**config.mk**
```make
export PLATFORM = sky130hd
export DESIGN_NAME = raw10_unpack_window_crop
export DESIGN_NICKNAME = d
export VERILOG_FILES = /design/src/rtl/core/r10u_pkg.sv /design/src/rtl/core/r10u_step.sv /design/src/rtl/core/raw10_unpack_window_crop.sv
export SDC_FILE = /design/constraint.sdc
export NUM_CORES = 1
export LEC_CHECK = 0
export ABC_AREA = 1
export BUFFER_PORTS_ARGS = -buffer_cell sky130_fd_sc_hd__buf_2
export CELL_PAD_IN_SITES_DETAIL_PLACEMENT = 0
export CELL_PAD_IN_SITES_GLOBAL_PLACEMENT = 1
export CORE_UTILIZATION = 40
export DETAILED_ROUTE_END_ITERATION = 10
export GPL_ROUTABILITY_DRIVEN = 0
export PLACE_DENSITY_LB_ADDON = 0.1
export SETUP_SLACK_MARGIN = 0.02
export SLEW_MARGIN = 5
export SYNTH_ARGS = -nofsm -noshare
export SYNTH_HDL_FRONTEND = slang
export SYNTH_HIERARCHICAL = 1
export SYNTH_SLANG_ARGS = --single-unit
```
**constraint.sdc**
```tcl
create_clock -name clk -period 6.7 [get_ports clk]
set_clock_uncertainty 0.2 [all_clocks]
set_input_delay 0.335 -clock clk [delete_from_list [all_inputs] [get_ports clk]]
set_output_delay 0.335 -clock clk [all_outputs]
set_load 0.02 [all_outputs]
```
**src/rtl/core/r10u_pkg.sv**
```systemverilog
// Shared types and constants for the RAW10 unpack and window crop block.
// Used by r10u_step and raw10_unpack_window_crop; no dependencies.
`default_nettype none

package r10u_pkg;

  // Field widths.
  localparam int unsigned ColW   = 13;
  localparam int unsigned RowW   = 12;
  localparam int unsigned GrpW   = 10;
  localparam int unsigned PixW   = 10;
  localparam int unsigned PhaseW = 3;
  localparam int unsigned CfgIdxW = 3;
  localparam int unsigned CfgDataW = 13;

  // The phase at which the low-bits byte arrives, and the last raw row index.
  localparam logic [PhaseW-1:0] LowBytePhase = 3'd4;
  localparam logic [RowW-1:0]   LastRawRow   = 12'd4095;

  // Register indexes on the configuration port.
  localparam logic [CfgIdxW-1:0] RegLineBytes   = 3'd0;
  localparam logic [CfgIdxW-1:0] RegStartGroup  = 3'd1;
  localparam logic [CfgIdxW-1:0] RegStartRow    = 3'd2;
  localparam logic [CfgIdxW-1:0] RegWidthGroups = 3'd3;
  localparam logic [CfgIdxW-1:0] RegHeightRows  = 3'd4;

  // Reset values of the configuration registers.
  localparam logic [ColW-1:0] LineBytesRst   = 13'd4128;
  localparam logic [GrpW-1:0] StartGroupRst  = 10'd0;
  localparam logic [RowW-1:0] StartRowRst    = 12'd0;
  localparam logic [GrpW-1:0] WidthGroupsRst = 10'd820;
  localparam logic [RowW-1:0] HeightRowsRst  = 12'd2464;

  typedef struct packed {
    logic [ColW-1:0] line_bytes;
    logic [GrpW-1:0] start_group;
    logic [RowW-1:0] start_row;
    logic [GrpW-1:0] width_groups;
    logic [RowW-1:0] height_rows;
  } cfg_t;

  // Position and assembly state carried from one byte to the next.
  typedef struct packed {
    logic [ColW-1:0]   byte_column;
    logic [RowW-1:0]   raw_row;
    logic [PhaseW-1:0] group_phase;
    logic [GrpW-1:0]   group_count;
    logic [31:0]       high_bytes;
    logic              frame_done;
  } pos_t;

  typedef struct packed {
    logic [PixW-1:0] pixel0;
    logic [PixW-1:0] pixel1;
    logic [PixW-1:0] pixel2;
    logic [PixW-1:0] pixel3;
    logic [RowW-1:0] pixel_column;
    logic [RowW-1:0] pixel_row;
    logic            frame_last;
  } group_t;

endpackage

`default_nettype wire

```
**src/rtl/core/r10u_step.sv**
```systemverilog
// Per-byte step logic: window test, group assembly and position advance.
// Purely combinational; depends on r10u_pkg for the state and result types.
`default_nettype none

module r10u_step (
  input  wire r10u_pkg::cfg_t   cfg,
  input  wire r10u_pkg::pos_t   pos,
  input  wire logic [7:0]       raw_byte,
  input  wire logic             frame_start,
  output r10u_pkg::pos_t        pos_nxt,
  output r10u_pkg::group_t      grp,
  output logic                  grp_valid
);

  r10u_pkg::pos_t                 cur;
  logic [r10u_pkg::ColW-1:0]      first_col;
  logic [r10u_pkg::ColW-1:0]      win_bytes;
  logic [r10u_pkg::ColW-1:0]      col_off;
  logic [r10u_pkg::RowW-1:0]      row_off;
  logic [r10u_pkg::ColW:0]        col_inc;
  logic                           row_in;
  logic                           col_in;
  logic                           is_last;

  // A frame start clears the position before the byte is used.
  assign cur = frame_start ? '0 : pos;

  // Window bounds in bytes: groups times five as shift and add.
  assign first_col = {1'b0, cfg.start_group, 2'b00} + {3'b000, cfg.start_group};
  assign win_bytes = {1'b0, cfg.width_groups, 2'b00} + {3'b000, cfg.width_groups};
  assign col_off   = cur.byte_column - first_col;
  assign row_off   = cur.raw_row - cfg.start_row;
  assign row_in    = (cur.raw_row >= cfg.start_row) && (row_off < cfg.height_rows);
  assign col_in    = (cur.byte_column >= first_col) && (col_off < win_bytes);
  assign col_inc   = {1'b0, cur.byte_column} + 14'd1;

  assign is_last = (row_off == cfg.height_rows - 12'd1) &&
                   (cur.group_count == cfg.width_groups - 10'd1);

  // Result fields; only meaningful when grp_valid is set.
  always_comb begin
    grp.pixel0       = {cur.high_bytes[31:24], raw_byte[7:6]};
    grp.pixel1       = {cur.high_bytes[23:16], raw_byte[5:4]};
    grp.pixel2       = {cur.high_bytes[15:8],  raw_byte[3:2]};
    grp.pixel3       = {cur.high_bytes[7:0],   raw_byte[1:0]};
    grp.pixel_column = {cur.group_count, 2'b00};
    grp.pixel_row    = row_off;
    grp.frame_last   = is_last;
  end

  // Next position and assembly state.
  always_comb begin
    pos_nxt   = cur;
    grp_valid = 1'b0;
    if (!cur.frame_done) begin
      if (row_in && col_in) begin
        if (cur.group_phase < r10u_pkg::LowBytePhase) begin
          pos_nxt.high_bytes  = {cur.high_bytes[23:0], raw_byte};
          pos_nxt.group_phase = cur.group_phase + 3'd1;
        end else begin
          grp_valid           = 1'b1;
          pos_nxt.group_phase = '0;
          pos_nxt.group_count = cur.group_count + 10'd1;
          if (is_last) begin
            pos_nxt.frame_done = 1'b1;
          end
        end
      end
      // Line end: wrap the column and drop any partial group.
      if (col_inc >= {1'b0, cfg.line_bytes}) begin
        pos_nxt.byte_column = '0;
        pos_nxt.group_phase = '0;
        pos_nxt.group_count = '0;
        if (cur.raw_row == r10u_pkg::LastRawRow) begin
          pos_nxt.frame_done = 1'b1;
        end else begin
          pos_nxt.raw_row = cur.raw_row + 12'd1;
        end
      end else begin
        pos_nxt.byte_column = col_inc[r10u_pkg::ColW-1:0];
      end
    end
  end

endmodule

`default_nettype wire

```
**src/rtl/core/raw10_unpack_window_crop.sv**
```systemverilog
// RAW10 byte stream unpacker with window crop: top level with input and result registers.
// Depends on r10u_pkg and r10u_step.
// A group shows on out_tvalid once its low-bits byte has passed the input register and then the result register.
// Throughput: one byte per cycle unless out_tready stalls the result register; the position state loops once per byte.
// Reset (rst_n low, synchronous): both stages empty, position cleared,
// configuration registers back to their default values.
`default_nettype none

module raw10_unpack_window_crop (
  input  wire logic        clk,
  input  wire logic        rst_n,
  // Configuration write port
  input  wire logic        cfg_wr_en,
  input  wire logic [r10u_pkg::CfgIdxW-1:0]  cfg_index,
  input  wire logic [r10u_pkg::CfgDataW-1:0] cfg_data,
  // Input byte stream
  input  wire logic        in_tvalid,
  output logic             in_tready,
  input  wire logic [7:0]  in_tdata,   // [7:0] raw_byte
  input  wire logic        in_tuser,   // [0] frame_start
  // Unpacked group stream
  output logic             out_tvalid,
  input  wire logic        out_tready,
  output logic [63:0]      out_tdata,  // pixel0, pixel1, pixel2, pixel3, pixel_column, pixel_row
  output logic             out_tlast   // frame_last
);

  r10u_pkg::cfg_t    cfg_r;
  r10u_pkg::pos_t    pos_r;
  r10u_pkg::pos_t    pos_nxt;
  r10u_pkg::group_t  grp_nxt;
  r10u_pkg::group_t  grp_r;
  logic              grp_valid_nxt;
  logic              in_valid_r;
  logic [7:0]        byte_r;
  logic              start_r;
  logic              out_valid_r;
  logic              advance;

  // Configuration registers.
  always_ff @(posedge clk) begin
    if (!rst_n) begin
      cfg_r.line_bytes   <= r10u_pkg::LineBytesRst;
      cfg_r.start_group  <= r10u_pkg::StartGroupRst;
      cfg_r.start_row    <= r10u_pkg::StartRowRst;
      cfg_r.width_groups <= r10u_pkg::WidthGroupsRst;
      cfg_r.height_rows  <= r10u_pkg::HeightRowsRst;
    end else if (cfg_wr_en) begin
      case (cfg_index)
        r10u_pkg::RegLineBytes:   cfg_r.line_bytes   <= cfg_data;
        r10u_pkg::RegStartGroup:  cfg_r.start_group  <= cfg_data[9:0];
        r10u_pkg::RegStartRow:    cfg_r.start_row    <= cfg_data[11:0];
        r10u_pkg::RegWidthGroups: cfg_r.width_groups <= cfg_data[9:0];
        r10u_pkg::RegHeightRows:  cfg_r.height_rows  <= cfg_data[11:0];
        default: ;
      endcase
    end
  end

  // The held byte moves on whenever the result register has room this cycle.
  assign advance   = in_valid_r && (!out_valid_r || out_tready);
  assign in_tready = !in_valid_r || advance;

  // Input register.
  always_ff @(posedge clk) begin
    if (!rst_n) begin
      in_valid_r <= 1'b0;
    end else if (in_tready) begin
      in_valid_r <= in_tvalid;
    end
  end

  always_ff @(posedge clk) begin
    if (in_tvalid && in_tready) begin
      byte_r  <= in_tdata;
      start_r <= in_tuser;
    end
  end

  r10u_step u_step (
    .cfg         (cfg_r),
    .pos         (pos_r),
    .raw_byte    (byte_r),
    .frame_start (start_r),
    .pos_nxt     (pos_nxt),
    .grp         (grp_nxt),
    .grp_valid   (grp_valid_nxt)
  );

  // Position state advances once per processed byte.
  always_ff @(posedge clk) begin
    if (!rst_n) begin
      pos_r <= '0;
    end else if (advance) begin
      pos_r <= pos_nxt;
    end
  end

  // Result register.
  always_ff @(posedge clk) begin
    if (!rst_n) begin
      out_valid_r <= 1'b0;
    end else if (advance) begin
      out_valid_r <= grp_valid_nxt;
    end else if (out_tready) begin
      out_valid_r <= 1'b0;
    end
  end

  always_ff @(posedge clk) begin
    if (advance && grp_valid_nxt) begin
      grp_r <= grp_nxt;
    end
  end

  assign out_tvalid = out_valid_r;
  assign out_tdata  = {grp_r.pixel_row, grp_r.pixel_column, grp_r.pixel3,
                       grp_r.pixel2, grp_r.pixel1, grp_r.pixel0};
  assign out_tlast  = grp_r.frame_last;

  // The low-bits byte is the fifth; the phase never runs past it.
  a_phase_range: assert property (@(posedge clk) disable iff (!rst_n)
    pos_r.group_phase <= r10u_pkg::LowBytePhase)
    else $error("group phase out of range");

  // Emitting the final group of the window closes the frame.
  a_last_closes: assert property (@(posedge clk) disable iff (!rst_n)
    (advance && grp_valid_nxt && grp_nxt.frame_last) |=> pos_r.frame_done)
    else $error("frame not closed after final group");

  // The final group sits in the bottom-right corner of the window.
  a_last_corner: assert property (@(posedge clk) disable iff (!rst_n)
    (out_tvalid && out_tlast) |->
      (grp_r.pixel_row == cfg_r.height_rows - 12'd1) &&
      (grp_r.pixel_column == {cfg_r.width_groups - 10'd1, 2'b00}))
    else $error("final group not at window corner");

  // A closed frame produces nothing until the next frame start.
  a_done_quiet: assert property (@(posedge clk) disable iff (!rst_n)
    (pos_r.frame_done && !start_r) |-> !grp_valid_nxt)
    else $error("group emitted after frame end");

endmodule

`default_nettype wire
```
==> flow_summary.yaml <==
synthesis:
  synthSimpleGateAreaFrac_pct: 39.94
  syn_inst: 2125
  ys_ff_latch: 204
  syn_area_per_cell_sq_um: 6.741
  synth_mux_area_share_pct: 0
  async_reset_ff_share_pct: 0
  synth_top_family_by_area: "simple AND/OR/NAND/NOR gates"
  synth_xor_area_share_pct: 2.874
  synth_top_flop_cell: "dfxtp_1"
  synth-edff-count: 74
  synthesis.area_sq_um: 14320
  synthAdderAreaFrac_pct: 7.897
  yosys_warnings: 6
  seq_area_frac_synth_pct: 33.68
  synth_compound_area_share_pct: 5.294
  ys_types: 49
final_layout:
  instances_no_fill: 2676
  drive_gt1_share_pct: 9.410
  final_common_cell: "nand2_1"
  diodes: 0
  areaGrowthSynthToFinish_pct: 12.43
  fin_nets: 2319
  postLayoutCellArea_sq_um: 16100
  final_cell_mix: "636 x nand2_1, 336 x nor2_1, 243 x inv_1"
clocking:
  clk_transition_reported_paths_ns: 0.06
  h-tree-depth: 1
  cts.sinks: 204
  worstSkewPairLatency_ns: 0.56
  cts_setup_buffers: 0
  cts_tree: "done"
  cts_buffer_depth: 3
  numCtsBuffers: 26
  cts_root_buffer: "clkbuf_16"
placement:
  place_inst: 2607
  hpwl_microns: 29470
  dpl_cell_area_sq_um: 14970
  io_buffer_count: 96
timing:
  slew_viol_final: 0
  max_freq_ghz: 0.1770
  hold_ws_ns: 0.01952
  hold_viol_final: 0
  tightest_slew_ns: 0.8992
  rsz0062_at_grt: "no"
  setup_tns_ns: 0
  period_share_pct: 84.31
  min_period_ns: 5.649
  setup_viol_count_final: 0
  slew_headroom_pct: 40.05
floorplanning:
  core_region_area_sq_um: 34880
  ios: 97
  fp.dieArea_sq_um: 36570
  die_w_microns: 191.2
  initial_core_util_pct: 41.06
  std_cell_rows: 68
  die_h_microns: 191.2
critical_path:
  worstPathRequired_ns: 6.94
  crit_top_cell: "nand2_1"
  cp-start-kind: "flip-flop"
  cpPeakStageDelay_ns: 0.39
  crit_slowest_cell: "fa_1"
  path_max_fanout: 46
  arrival_ns: 5.89
  worstSetupPathType: "reg2reg"
  end_kind: "flip-flop"
global_route:
  grt_max_degree: 74
  overflow: 0
  antenna_found_initial: 0
  grt_first_pass_wirelength_microns: 65290
  grt_pass1_vias: 12110
  grt_usage_pct: 22.56
routing:
  routed_wirelength_microns: 41260
  via_per_inst: 4.972
  vias: 13300
  firstDrtPassIters: 5
  drc: 0
  first_iter_violations: 894
  ant_nets: 0
  wl_per_cell_microns: 15.42
min_path:
  hp-class: "in2reg"
run_status:
  run_status: "finished clean"
pwr:
  p_per_area_nw_per_um2: 233.0
  fin_total_pwr_mw: 3.753
  leakage_nw: 7.790
  peakVddDrop_mv: 0.1727
run:
  cap_violations: 0
sequential cells by signal, summed over array words and instances, names as in the netlist:
register / count
cfg_r: 57
in_valid_r: 1
start_r: 1
pos_r: 71
out_tdata: 64
out_tlast: 1
byte_r: 8
out_tvalid: 1
final timing paths:
check	endpoint	slack, ns	cells after the start	start
min reg2reg	out_tdata[20]$_DFFE_PP_	0.27	0	byte_r[2]$_DFFE_PP_
min	cfg_r[45]$_SDFFE_PN0P_	0.02	5	cfg_data[1]
max reg2reg	pos_r[11]$_SDFFE_PN0P_	1.05	33	cfg_r[36]$_SDFFE_PN0P_
max	pos_r[11]$_SDFFE_PN0P_	1.05	33	cfg_r[36]$_SDFFE_PN0P_
Yosys cell counts (4+ instances only):
library cell / count / area [sq um]
dfxtp_1: 130 / 2603
a21oi_1: 50 / 250.2
edfxtp_1: 74 / 2222
nor2_1: 337 / 1265
buf_6: 13 / 146.4
o21ai_1: 25 / 125.1
inv_1: 243 / 912.1
fa_1: 4 / 80.08
nand3b_1: 77 / 578.1
buf_4: 18 / 135.1
nand3_1: 172 / 860.8
o21ai_0: 43 / 215.2
o22ai_1: 6 / 37.54
nor2_4: 7 / 78.83
xnor2_1: 13 / 113.9
xor2_1: 34 / 297.8
inv_2: 6 / 22.52
a21boi_0: 5 / 37.54
o21bai_1: 4 / 30.03
ha_1: 84 / 1051
nor2_2: 11 / 68.82
nor3_1: 15 / 75.07
nand4_1: 26 / 162.7
or2_2: 4 / 25.02
clkbuf_1: 10 / 37.54
buf_2: 37 / 185.2
nand2_1: 636 / 2387
nand2_2: 12 / 75.07
routing by layer:
layer	vias to the layer above	part of all wire [%]	GRT usage (%)
met5	-	0	0
met4	0	2.7	6.929
met3	58	3.7	1.891
met2	250	44	35.84
met1	6094	49	32.26
li1	6902	-	-
where the power goes:
| group | switching [mW] | internal (mW) |
|---|---|---|
| Combinational | 0.577 | 0.311 |
| Clock | 0.582 | 0.911 |
| Sequential | 0.0377 | 1.33 |
| Total | 1.20 | 2.56 |
repair_timing:
action / 4_1_cts / 5_1_grt
endpoints found under the hold margin: 27 / 0
hold buffers: 21 / 0
gates resized for setup: 0 / 0
final cells by class:
class                      count  area [sq um]
clock inverter                13         171.4
inverter                     253         958.4
tap                          455         569.3
fill                        3734         18780
sequential                   204          4826
multi-input combinational   1588          8036
timing repair buffer         128         788.3
clock buffer                  35         754.5
critical path, delay by kind of cell, from the launching register on:
family | cells | cell delay [ns]
AOI/OAI and AO/OA | 5 | 0.99
xor gates and xnor gates | 2 | 0.37
adders and majority gates | 4 | 1.15
buffers and inverters | 5 | 0.74
DFF | 1 | 0.36
and+or+nand+nor | 17 | 1.72
stage by stage:
step                utilization [%]  setup WS [ns]
floorplan                         -         0.3342
global placement              42.91          1.201
detailed placement            42.91          1.121
CTS                           46.17          1.067
global route                  46.17         0.5245
finish                        46.17          1.051
cells by family after synthesis:
group / Yosys count
buffers and inverters: 334
adders and majority gates: 88
AOI/OAI and AO/OA: 141
other: 1
xor gates and xnor gates: 47
DFF: 204
and+or+nand+nor: 1310
Power figures use the tool's default switching activity.
